`src/rtl/crn_pkg.sv`:
```
`timescale 1ns / 1ps
// ----------------------------------------------------------------------------
// crn_pkg
// Shared types and constants for the continuity residual norm block.
// ----------------------------------------------------------------------------
package crn_pkg;

  localparam int FracBitsDefault = 16;
  localparam int InW   = 24;
  localparam int AccW  = 64;
  localparam int MaxW  = 33;
  localparam int L2W   = 32;
  localparam int RelW  = 17;
  localparam int RelBits = 16;

  typedef enum logic [2:0] {
    ST_RUN,
    ST_SQRT,
    ST_DIVINT,
    ST_DIVFRAC,
    ST_OUT
  } crn_state_t;

  typedef struct packed {
    logic accumulate;
    logic sqrt_start;
    logic sqrt_step;
    logic div_start;
    logic div_frac_step;
    logic load_out;
    logic clear;
  } crn_cmd_t;

  typedef struct packed {
    logic cell_last;
    logic sqrt_done;
    logic div_int_done;
    logic div_frac_done;
  } crn_status_t;

endpackage

```
`src/rtl/crn_ctrl.sv`:
```
`timescale 1ns / 1ps
// ----------------------------------------------------------------------------
// crn_ctrl
// Sequencer: accumulate, then run the square root and the divider per set.
// ----------------------------------------------------------------------------
module crn_ctrl
  import crn_pkg::*;
(
  input  logic        clk,
  input  logic        rst,
  input  logic        in_valid,
  output logic        in_ready,
  output logic        out_valid,
  input  logic        out_ready,
  input  crn_status_t status,
  output crn_cmd_t    cmd
);

  crn_state_t state, state_next;

  always_ff @(posedge clk) begin
    if (rst) state <= ST_RUN;
    else     state <= state_next;
  end

  always_comb begin
    state_next = state;
    cmd = '0;
    in_ready = 1'b0;
    out_valid = 1'b0;
    unique case (state)
      ST_RUN: begin
        in_ready = 1'b1;
        if (in_valid) begin
          cmd.accumulate = 1'b1;
          if (status.cell_last) begin
            cmd.sqrt_start = 1'b1;
            state_next = ST_SQRT;
          end
        end
      end
      ST_SQRT: begin
        cmd.sqrt_step = 1'b1;
        if (status.sqrt_done) begin
          cmd.div_start = 1'b1;
          state_next = ST_DIVINT;
        end
      end
      ST_DIVINT: begin
        // integer part of l1/flux is found by one 64-bit compare
        if (status.div_int_done) state_next = ST_DIVFRAC;
      end
      ST_DIVFRAC: begin
        cmd.div_frac_step = 1'b1;
        if (status.div_frac_done) begin
          cmd.load_out = 1'b1;
          cmd.clear = 1'b1;
          state_next = ST_OUT;
        end
      end
      ST_OUT: begin
        out_valid = 1'b1;
        if (out_ready) state_next = ST_RUN;
      end
      default: state_next = ST_RUN;
    endcase
  end

endmodule

```
`config.mk`:
```
export PLATFORM = sky130hd
export DESIGN_NAME = crn_ctrl
export DESIGN_NICKNAME = d
export VERILOG_FILES = /design/src/rtl/crn_pkg.sv /design/src/rtl/crn_ctrl.sv
export SDC_FILE = /design/constraint.sdc
export NUM_CORES = 1
export LEC_CHECK = 0
export ABC_AREA = 1
export BUFFER_PORTS_ARGS = -buffer_cell sky130_fd_sc_hd__buf_2
export CORE_AREA = 2 2 39 41
export CTS_BUF_LIST = sky130_fd_sc_hd__clkbuf_4 sky130_fd_sc_hd__clkbuf_8 sky130_fd_sc_hd__clkbuf_16
export CTS_CLUSTER_SIZE = 14
export DETAILED_ROUTE_END_ITERATION = 8
export DIE_AREA = 0 0 41 43
export PLACE_DENSITY = 0.46
export SLEW_MARGIN = 20
export SYNTH_ARGS = -nofsm -noshare
export SYNTH_HDL_FRONTEND = slang
export SYNTH_SLANG_ARGS = --single-unit
export TNS_END_PERCENT = 50
```
`constraint.sdc`:
```
create_clock -name clk -period 1.28 [get_ports clk]
set_input_delay 0.128 -clock clk [delete_from_list [all_inputs] [get_ports clk]]
set_output_delay 0.128 -clock clk [all_outputs]
set_load 0.005 [all_outputs]
```
# [Yosys cells after proc, flatten, opt, wreduce, memory -nomap -nowiden]
# Index checks and enable logic that the tools add are counted.
[classes] div_mod_pow=0 bitwise=0 n_eq_ne=10 addsub=0 reduce_logical=2 n_lt_le_gt_ge=0 shift=0 multipliers=0 muxes=16
[ops] op="3-bit 2-to-1 mux" count=7
[ops] op="3-bit one-hot mux with 5 select lines" count=1
[ops] op="2-bit != test, second input constant" count=6
[ops] op="2-bit 2-to-1 mux" count=4
[ops] op="3-bit by 2-bit equality test with 1-bit output, second input constant" count=2
[ops] op="6-bit AND reduction" count=1
[ops] op="1-bit 2-to-1 mux" count=4
[ops] op="3-bit by 1-bit equality test with 1-bit output, second input constant" count=1
[ops] op="3-bit equality test, second input constant" count=1
[ops] op="3-bit zero test" count=1
[word_totals] n_memories=0 in_bits=8 reg_bits=3 mem_bits_rw=0 wordCells=29 latch_bits=0 rom_bits=0 out_inout_bits=9

# [Depth between registers and ports, before layout]
# Gate-level depths: netlist of run 1.
[depth] depth_word=3 mapped_depth=8 mapped_depth_nobuf=8

# [Worst setup path after synthesis of run 1]
# No wires, ideal clock.
[synth_path] kind="register to register" from="register state[0]" to="register state[0]" synth_period_minus_slack_ps=1018 path_stages_with_launch=8 t_required_ps=1166 t_arrival_ps=904 setup_ps=114 path_buffers=0 slack_ps=262 cell_sequence="dfxtp_1 nand3_1 o21ai_2 inv_1 nand2_1 nand2_1 nand2_1 nor2_2"
[synth_between] elab_chain_cells=3 word_cells_on_any_way=13 classes_between="10 x eq/ne; 1 x mux; 2 x reduce/logical"
[synth_rtl] element="start, declared" line="crn_ctrl.sv:19" source="crn_state_t state, state_next;"
[synth_rtl] element="start signal, assigned" line="crn_ctrl.sv:23" source="else state <= state_next;"
[synth_rtl] element="3-bit by 1-bit equality test with 1-bit output, or another cell as far along" line="crn_ctrl.sv:31" source="unique case (state)"
[synth_rtl] element="2-bit != test (no line)"
[synth_rtl] element="6-bit AND reduction (no line)"
# Several ways; a longest one is shown, not always the timed one.
# A chain may end at the register's enable or synchronous reset.

==> results by group, run 1 <==
GRT
  • Pin count of the biggest net entering global routing: 7
  • Initial antenna violation count: 0
  • Number of global-route vias before repair: ~250
  • GR Util All Layers: about 9.8%
  • Global-route wire length before repair: 1040 um
  • Grt total ovfl: 0

Final layout
  • Layout cells sized above 1: about three fifths
  • Largest register by flop count: state
  • Antenna cells: 0
  • Max reg flops: 3
  • Largest regs: state x3
  • Area grow syn2layout: 64.0%
  • Design Area, Final: 439 um^2
  • Fillers: 160
  • Final net count: 76

Synthesis
  • Mux cell area share after synthesis: 0%
  • Yosys warns: 0
  • Synth area leaders: dfxtp_1 (22%), inv_1 (18%), nor2_1 (8.4%)
  • Netlist Area Pre-Place: ~270 um^2
  • Top-area cell type share of the netlist area: approximately 22%
  • Post-synth top cells: inv_1 (13), nor2_1 (6), nand2_1 (5)
  • Post-Synthesis Cells: between 40 and 50
  • Seq/Total Area, Yosys: 22.4%
  • Adder-cell share of the synthesized area: 0%
  • Yosys reg bits: 3
  • Unique cell type count in the Yosys netlist: 16
  • Avg Inst Size Synth: slightly below 6 um^2
  • Count leader, synth: inv_1
  • Synth Area in Compound Gates: under 10%
  • Post-synthesis simple-gate area fraction: between 40% and 50%
  • XOR/XNOR Fraction of Synth Area: 0%
  • Post-synthesis net count: between 50 and 60
  • Main combinational cell family by area after synthesis: simple AND/OR/NAND/NOR gates
  • EDFF count, synth: 0
  • Yosys top cell by area: dfxtp_1
  • Async set-reset flop share out of synthesis: 0%
  • Primary FF master, synth: dfxtp_1

Route
  • Routed WL per cell: approximately 8.1 um
  • Vias: about 310
  • WL final: roughly 680 um
  • DRT Pass-1 Iters: 2
  • Metal1 wirelength: ~310 um
  • DRC Markers: 0
  • DR WL met3: ~34 um
  • Top Metal Used: met3
  • Final ANT Viol Nets: 0
  • Met2 wire length: around 330 um
  • Via-to-Cell Ratio: 3.75
  • Starting DRT DRC Count: 1

Run
  • Max cap viols: 0

Timing
  • Slew headroom: 88.6%
  • Max Freq: approximately 0.8 GHz
  • Crit share post-route: about 96%
  • Final Slew Violations: 0
  • Unrepaired setup endpoints after global routing: true
  • Worst-margin pin slew: ~0.17 ns
  • Clock Skew: around 0.0043 ns
  • # setup viols final: 0
  • Final Hold Slack: 0.0559 ns
  • Fin Setup TNS: 0 ns
  • Final hold violations: 0
  • Final Critical Period: 1.24 ns

CTS
  • Clk buf depth: 2
  • # H-tree levels: 1
  • # hold bufs at CTS: 0
  • Sink Count: 3
  • CTS Buf Count: 3
  • Clock latency on the worst-skew pair: approximately 0.23 ns
  • CTS root buffer: clkbuf_4
  • Clock slew at reported path FFs: approximately 0.040 ns
  • CTS tree: built

Floorplan
  • Core Area: around 1400 um^2
  • Die area: about 1800 um^2
  • Die Ht: 43 um
  • Initial Utilization: 19.3%
  • Ports: 17
  • Std cell rows: 14
  • Die Wd: 41 um

Worst setup path
  • WS Path Type: reg -> out
  • Worst path required time: about 1.2 ns
  • Critical path arrival: 1.11 ns
  • Setup crit end kind: output port
  • Critical Path Slowest Stage Cell: dfxtp_4
  • Worst-path fanout max: 3
  • CP Cell Sequence: nor2_4, inv_2, nor2_4, inv_2, nor2_1, buf_2
  • Buf/Inv on CP: 3
  • Worst path max stage delay: 0.35 ns
  • Worst setup SP type: register
  • Critical path's top delay family: flip-flops

Hold path
  • Worst Hold Class: in -> reg

Pwr
  • VDD IR max: around 450 uV
  • LEAKAGE: about 0.27 nW
  • Pwr/cell area: approximately 1700 nW/um^2

Placement
  • Gp weighted congestion: approximately 0.73
  • I/O Buffers: 16
  • Post-DP Area: around 360 um^2
  • DP HPWL: slightly below 500 um

Outcome
  • Status: finished, final reports clean
[report_power, final]
group	internal [mW]	total, mW	switching [mW]	leakage [nW]
clock	0.138	0.190	0.0514	0.0184
sequential	0.122	0.168	0.0463	0.0264
combinational	0.189	0.388	0.198	0.227
[metal layers]
layer | GRT usage, % | vias up
li1 | - | 174
met1 | 11.9 | 128
met2 | 11.6 | 9
met3 | 3.14 | 0
met4 | 12.0 | 0
met5 | 0 | -
[path summary, 6_finish.rpt]
check | slack, ns | cells after the start | endpoint | from
min | 0.06 | 2 | state[2]$_SDFFE_PP0P_ | rst
max | 0.04 | 6 | cmd[5] | state[2]$_SDFFE_PP0P_
min reg2reg | 0.54 | 2 | state[2]$_SDFFE_PP0P_ | state[2]$_SDFFE_PP0P_
max reg2reg | 0.10 | 9 | state[0]$_SDFFE_PP0P_ | state[2]$_SDFFE_PP0P_
[worst register-to-register path, cell delays in order, from the launching register on]
cell,delay [ns]
dfxtp_4,0.35
nor2_4,0.13
buf_4,0.14
nand3_1,0.08
o21ai_2,0.08
inv_1,0.05
nand2_1,0.08
nand2_1,0.05
nand2_1,0.06
nor2_2,0.03
[stage by stage]
stage                     utilization [%]  std cells  total power [mW]  setup slack (ns)
after floorplan                         -         45             0.355             0.262
after global placement               26.0         76             0.453             0.126
after detailed placement             26.0         76             0.452            0.0979
after CTS                            29.5         81             0.694            0.0202
after global routing                 31.7         83             0.820           -0.0421
final                                31.7         83             0.745            0.0448
[cell type report]
type	count	area, um^2	share of cell area (%)
clock buffer	4	30.0	6.84
inverter	15	56.3	12.8
multi-input combinational	26	161	36.8
sequential	3	68.8	15.7
tap	16	20.0	4.56
timing repair buffer	19	103	23.4
[cell usage in the layout, fill, tap and decap left out]
master    netlist  routed
o211ai_1        1       1
nor3_1          1       1
inv_2           2       4
nand2_2         1       1
dfxtp_4         0       2
nand3_2         2       3
nor2_2          3       2
clkbuf_4        0       4
nand2_1         5       5
nand3_1         3       2
buf_2           0      16
nor2_4          1       3
buf_4           1       3
dfxtp_2         0       1
inv_1          13      11
o21ai_2         1       1
a21oi_1         1       1
nor2_1          6       5
o21ai_0         1       1
[cell families (layout without fill, tap and decap cells)]
group | after synthesis | after routing
buffers and inverters | 16 | 38
flip-flops | 3 | 3
AND/OR/NAND/NOR | 22 | 22
AO/OA/AOI/OAI | 4 | 4
[timing repair]
action,4_1_cts,5_1_grt
setup endpoints to repair,5,5
resized for setup,4,7
buffers inserted,1,2
pin swaps,1,2
Note: power is estimated with default switching activity, not from simulation.
==> inputs of run 2 (changes only) <==
--- a/config.mk
+++ b/config.mk
@@ -6,13 +6,16 @@
 export NUM_CORES = 1
 export LEC_CHECK = 0
 export ABC_AREA = 1
-export BUFFER_PORTS_ARGS = -buffer_cell sky130_fd_sc_hd__buf_2
+export BUFFER_PORTS_ARGS = -buffer_cell sky130_fd_sc_hd__clkbuf_2
+export CELL_PAD_IN_SITES_DETAIL_PLACEMENT = 1
+export CELL_PAD_IN_SITES_GLOBAL_PLACEMENT = 1
 export CORE_AREA = 2 2 39 41
 export CTS_BUF_LIST = sky130_fd_sc_hd__clkbuf_4 sky130_fd_sc_hd__clkbuf_8 sky130_fd_sc_hd__clkbuf_16
+export CTS_CLUSTER_DIAMETER = 60
 export CTS_CLUSTER_SIZE = 14
 export DETAILED_ROUTE_END_ITERATION = 8
 export DIE_AREA = 0 0 41 43
-export PLACE_DENSITY = 0.46
+export PLACE_DENSITY = 0.65
 export SLEW_MARGIN = 20
 export SYNTH_ARGS = -nofsm -noshare
 export SYNTH_HDL_FRONTEND = slang
==> results by group, run 2 (synthesis results as in run 1) <==
Outcome
  • Status: finished, final reports clean

Worst setup path
  • R2R Path Start: state[2]$_SDFFE_PP0P_
  • Worst-path fanout max: 3
  • Reg2Reg Setup Slack: about 0.09 ns
  • R2R depth: 9
  • Critical Path Slowest Stage Cell: dfxtp_4
  • Reg2reg end: state[0]$_SDFFE_PP0P_
  • Setup crit end kind: output port
  • CP Cell Sequence: nor2_4, inv_2, nor2_4, inv_2, nor2_1, buf_2
  • Worst path max stage delay: 0.35 ns
  • Worst setup SP type: register
  • Worst path required time: ~1.2 ns
  • WS Path Type: reg -> out
  • Critical path arrival: roughly 1.1 ns

Pwr
  • Comb pwr share: between 50% and 60%
  • Int Pwr: 0.450 mW
  • Switching Share: 40.6%
  • Sequential power share: between 20% and 30%
  • LEAKAGE: approximately 0.27 nW
  • VDD IR max: just over 500 uV
  • Clk network pwr share: 24.4%
  • Pwr/cell area: between 1500 and 2000 nW/um^2
  • Psw: a little over 0.3 mW

CTS
  • Sink Count: 3
  • CTS Buf Count: 3
  • # hold bufs at CTS: 0
  • Clk buf depth: 2
  • CTS root buffer: clkbuf_4
  • # H-tree levels: 1
  • CTS tree: built
  • Clock slew at reported path FFs: 0.04 ns
  • Clock latency on the worst-skew pair: approximately 0.23 ns

Route
  • Via-to-Cell Ratio: approximately 4.2
  • Vias: roughly 350
  • Starting DRT DRC Count: 2
  • Final ANT Viol Nets: 0
  • Routed WL per cell: 9.71 um
  • DRC Markers: 0
  • DRT Pass-1 Iters: 2
  • WL final: 806 um

Timing
  • Slew headroom: 89.5%
  • Final Critical Period: about 1.2 ns
  • Max Freq: slightly above 0.8 GHz
  • Crit share post-route: ~96%
  • Clock Skew: ~0.0016 ns
  • Final Hold Slack: around 0.070 ns
  • Unrepaired setup endpoints after global routing: true
  • Worst-margin pin slew: between 0.15 and 0.2 ns
  • # setup viols final: 0
  • Final hold violations: 0
  • Final Slew Violations: 0

Final layout
  • Fillers: 188
  • Commonest non-fill, non-tap cells in the layout: clkbuf_2 (14), inv_1 (10), inv_2 (5), nor2_1 (5)
  • Largest register by flop count: state
  • Max reg flops: 3
  • Non-filler cells, final: 83
  • Layout cells sized above 1: between 60% and 70%
  • Largest regs: state x3
  • Final net count: 76
  • Area grow syn2layout: 65.0%
  • Antenna cells: 0
  • Commonest non-fill, non-tap cell in the layout: clkbuf_2

Floorplan
  • Die Wd: a little over 40 um
  • Std cell rows: 14
  • Ports: 17
  • Core Area: ~1400 um^2
  • Die area: between 1500 and 2000 um^2
  • Initial Utilization: around a fifth
  • Die Ht: about 43 um

Hold path
  • Hold path cells: 2
  • Worst Hold Class: in -> reg
  • Worst Hold End: state[2]$_SDFFE_PP0P_
  • Hold path start: rst

Placement
  • I/O Buffers: 16
  • Placed insts: 76
  • Gp weighted congestion: 0.694
  • DP HPWL: ~600 um

GRT
  • Global-route wire length before repair: about 1300 um
  • Grt total ovfl: 0
  • Number of global-route vias before repair: ~310
  • Initial antenna violation count: 0
  • Pin count of the biggest net entering global routing: 7
  • GR Util All Layers: between 10% and 20%

Run
  • Max cap viols: 0
run 2: cell count changes in the layout (fill, tap and decap cells not counted), sizes merged:
cell / before / now
clkbuf: 4 / 18
buf: 19 / 5
run 2: metrics by stage:
step	instance area [um^2]	power [mW]	worst slack [ns]	util [%]	TNS (ns)
final	442	0.757	0.0489	31.9	0
after global routing	442	0.830	-0.0304	31.9	-0.0684
after CTS	409	0.703	0.00745	29.6	0
after detailed placement	360	0.462	0.103	26.0	0
after global placement	360	0.454	0.124	26.0	0
after floorplan	268	0.355	0.262	-	0
run 2: power groups by stage:
stage          logic (mW)  clock network, mW  registers [mW]
2_1_floorplan       0.212                  0           0.143
3_3_place_gp        0.305                  0           0.149
3_5_place_dp        0.311                  0           0.151
4_1_cts             0.350              0.193           0.159
5_1_grt             0.452              0.203           0.175
6_report            0.403              0.185           0.169
run 2: how the worst max path moves through the flow:
stage	startpoint	endpoint	slack (ns)	depth (start not counted)
final	state[2]$_SDFFE_PP0P_	cmd[6]	0.05	6
after global routing	state[2]$_SDFFE_PP0P_	state[0]$_SDFFE_PP0P_	-0.03	9
after CTS	state[0]$_SDFFE_PP0P_	cmd[6]	0.007	6
after detailed placement	state[0]$_SDFFE_PP0P_	state[0]$_SDFFE_PP0P_	0.10	8
after global placement	state[0]$_SDFFE_PP0P_	cmd[5]	0.12	6
after floorplan	state[0]$_SDFFE_PP0P_	state[0]$_SDFFE_PP0P_	0.26	7
run 2: layer usage:
metal	vias up	global-route usage (%)	part of all wire, %
met2	10	14.4	50
li1	177	-	-
met1	161	14.4	45
met3	0	3.14	4.7
met5	-	0	0
met4	0	10.0	0
run 2: layout make-up:
type                    instances  area, um^2  area share, %
clock buffers                   4        30.0           6.80
flip-flops and latches          3        68.8           15.6
well taps                      16        20.0           4.53
multi-input cells              26         164           37.1
repair buffers                 19         103           23.2
inverters                      15        56.3           12.7
run 2: worst max-delay path: cells and delay by family, from the launching register on:
family,cells,cell delay [ns]
simple gates,3,0.31
buf+inv,3,0.21
flops,1,0.35
run 2: repair_timing:
action	CTS	global route
endpoints found under the hold margin	0	0
gates cloned	0	0
gates resized for setup	5	10
pin swaps	1	2
buffers inserted	1	2
endpoints found under the setup margin	5	5
==> inputs of run 3 (changes only) <==
--- a/config.mk
+++ b/config.mk
@@ -6,11 +6,11 @@
 export NUM_CORES = 1
 export LEC_CHECK = 0
 export ABC_AREA = 1
+export ABC_CLOCK_PERIOD_IN_PS = 1280
 export BUFFER_PORTS_ARGS = -buffer_cell sky130_fd_sc_hd__clkbuf_2
 export CELL_PAD_IN_SITES_DETAIL_PLACEMENT = 1
 export CELL_PAD_IN_SITES_GLOBAL_PLACEMENT = 1
 export CORE_AREA = 2 2 39 41
-export CTS_BUF_LIST = sky130_fd_sc_hd__clkbuf_4 sky130_fd_sc_hd__clkbuf_8 sky130_fd_sc_hd__clkbuf_16
 export CTS_CLUSTER_DIAMETER = 60
 export CTS_CLUSTER_SIZE = 14
 export DETAILED_ROUTE_END_ITERATION = 8
==> results by group, run 3 (synthesis results as in run 1) <==
Worst setup path
  • Worst path required time: between 1 and 1.5 ns
  • Setup crit end kind: output port
  • WS Path Type: reg -> out
  • R2R depth: 9
  • Worst setup SP type: register
  • Reg2Reg Setup Slack: approximately 0.09 ns
  • Critical path arrival: approximately 1.1 ns
  • Worst-path fanout max: 3

Floorplan
  • Std cell rows: 14
  • Die Wd: roughly 41 um
  • Initial Utilization: about a fifth
  • Core Area: 1380 um^2
  • Die area: 1760 um^2
  • Die Ht: roughly 43 um
  • Ports: 17

Run
  • Max cap viols: 0

Final layout
  • Final Core Density: a little under a third
  • Commonest non-fill, non-tap cells in the layout: clkbuf_2 (14), inv_1 (10), inv_2 (5), nand2_1 (5), nor2_1 (5)
  • Final net count: 76
  • Area grow syn2layout: 62.6%
  • Commonest non-fill, non-tap cell in the layout: clkbuf_2
  • Largest register by flop count: state
  • Largest regs: state x3
  • Antenna cells: 0
  • Layout cells sized above 1: around 60%
  • Max reg flops: 3

Hold path
  • Hold path cells: 2
  • Worst Hold Class: in -> reg

Timing
  • Final hold violations: 0
  • Slew headroom: 89.5%
  • Crit share post-route: 96.0%
  • # setup viols final: 0
  • Max Freq: 0.814 GHz
  • Fin Setup TNS: 0 ns
  • Clock Skew: about 0.00091 ns
  • Final Critical Period: between 1 and 1.5 ns
  • Worst-margin pin slew: ~0.16 ns
  • Final Hold Slack: about 0.071 ns
  • Unrepaired setup endpoints after global routing: true
  • Final Slew Violations: 0

Route
  • Routed WL per cell: slightly below 10 um
  • DRC Markers: 0
  • WL final: ~800 um
  • Starting DRT DRC Count: 2
  • DRT Pass-1 Iters: 2
  • Vias: 347
  • Final ANT Viol Nets: 0
  • Via-to-Cell Ratio: 4.18

CTS
  • CTS tree: built
  • CTS Buf Count: 3
  • Sink Count: 3
  • # H-tree levels: 1
  • Clk buf depth: 2
  • Clock slew at reported path FFs: around 0.040 ns
  • CTS root buffer: clkbuf_4
  • Clock latency on the worst-skew pair: around 0.23 ns

Placement
  • Gp weighted congestion: 0.694
  • DP HPWL: approximately 600 um
  • I/O Buffers: 16

Pwr
  • Pwr/cell area: around 1700 nW/um^2
  • VDD IR max: 503 uV
  • LEAKAGE: 0.263 nW

Outcome
  • Status: finished, final reports clean

GRT
  • Pin count of the biggest net entering global routing: 7
  • Number of global-route vias before repair: 312
  • Initial antenna violation count: 0
  • Global-route wire length before repair: between 1000 and 1500 um
  • GR Util All Layers: between 10% and 20%
  • Grt total ovfl: 0
==> run 3: cell type report <==
type,instances,area (um^2)
inverters,15,56.3
repair buffers,19,103
multi-input cells,26,161
fillers,189,948
flip-flops and latches,3,68.8
well taps,16,20.0
clock buffers,4,26.3
==> run 3: metrics by stage <==
step | total power, mW | std cells | cell area (um^2) | setup slack (ns)
2_1_floorplan | 0.355 | 45 | 268 | 0.262
6_report | 0.733 | 83 | 435 | 0.0514
3_5_place_dp | 0.462 | 76 | 360 | 0.103
4_1_cts | 0.680 | 81 | 405 | 0.00900
3_3_place_gp | 0.454 | 76 | 360 | 0.124
5_1_grt | 0.806 | 83 | 435 | -0.0303
==> run 3: final timing paths <==
path                              start                    end
hold reg to reg   state[2]$_SDFFE_PP0P_  state[2]$_SDFFE_PP0P_
setup / recovery  state[2]$_SDFFE_PP0P_                 cmd[6]
setup reg to reg  state[2]$_SDFFE_PP0P_  state[0]$_SDFFE_PP0P_
hold / removal                      rst  state[2]$_SDFFE_PP0P_
==> run 3: layer usage <==
layer	global-route usage, %	vias up	share of wire [%]
li1	-	176	-
met1	14.4	161	45
met2	14.4	10	50
met3	3.14	0	4.7
met4	8.00	0	0
met5	0	-	0
==> run 3: worst max-delay path, stage by stage, from the launching register on <==
cell	delay, ns
dfxtp_4	0.35
nor2_4	0.13
inv_2	0.06
nor2_4	0.11
inv_2	0.04
nor2_1	0.07
buf_2	0.11
==> run 3: timing repair <==
item,in CTS,in global routing
resized for setup,5,9
hold buffers,0,0
endpoints found under the setup margin,5,5
buffers inserted,1,2
pin swaps,1,2
==> run 3: power breakdown <==
part | internal [mW] | switching [mW] | leakage, nW
registers | 0.122 | 0.0476 | 0.0264
clock network | 0.117 | 0.0457 | 0.0150
logic | 0.190 | 0.212 | 0.222
total | 0.428 | 0.305 | 0.263
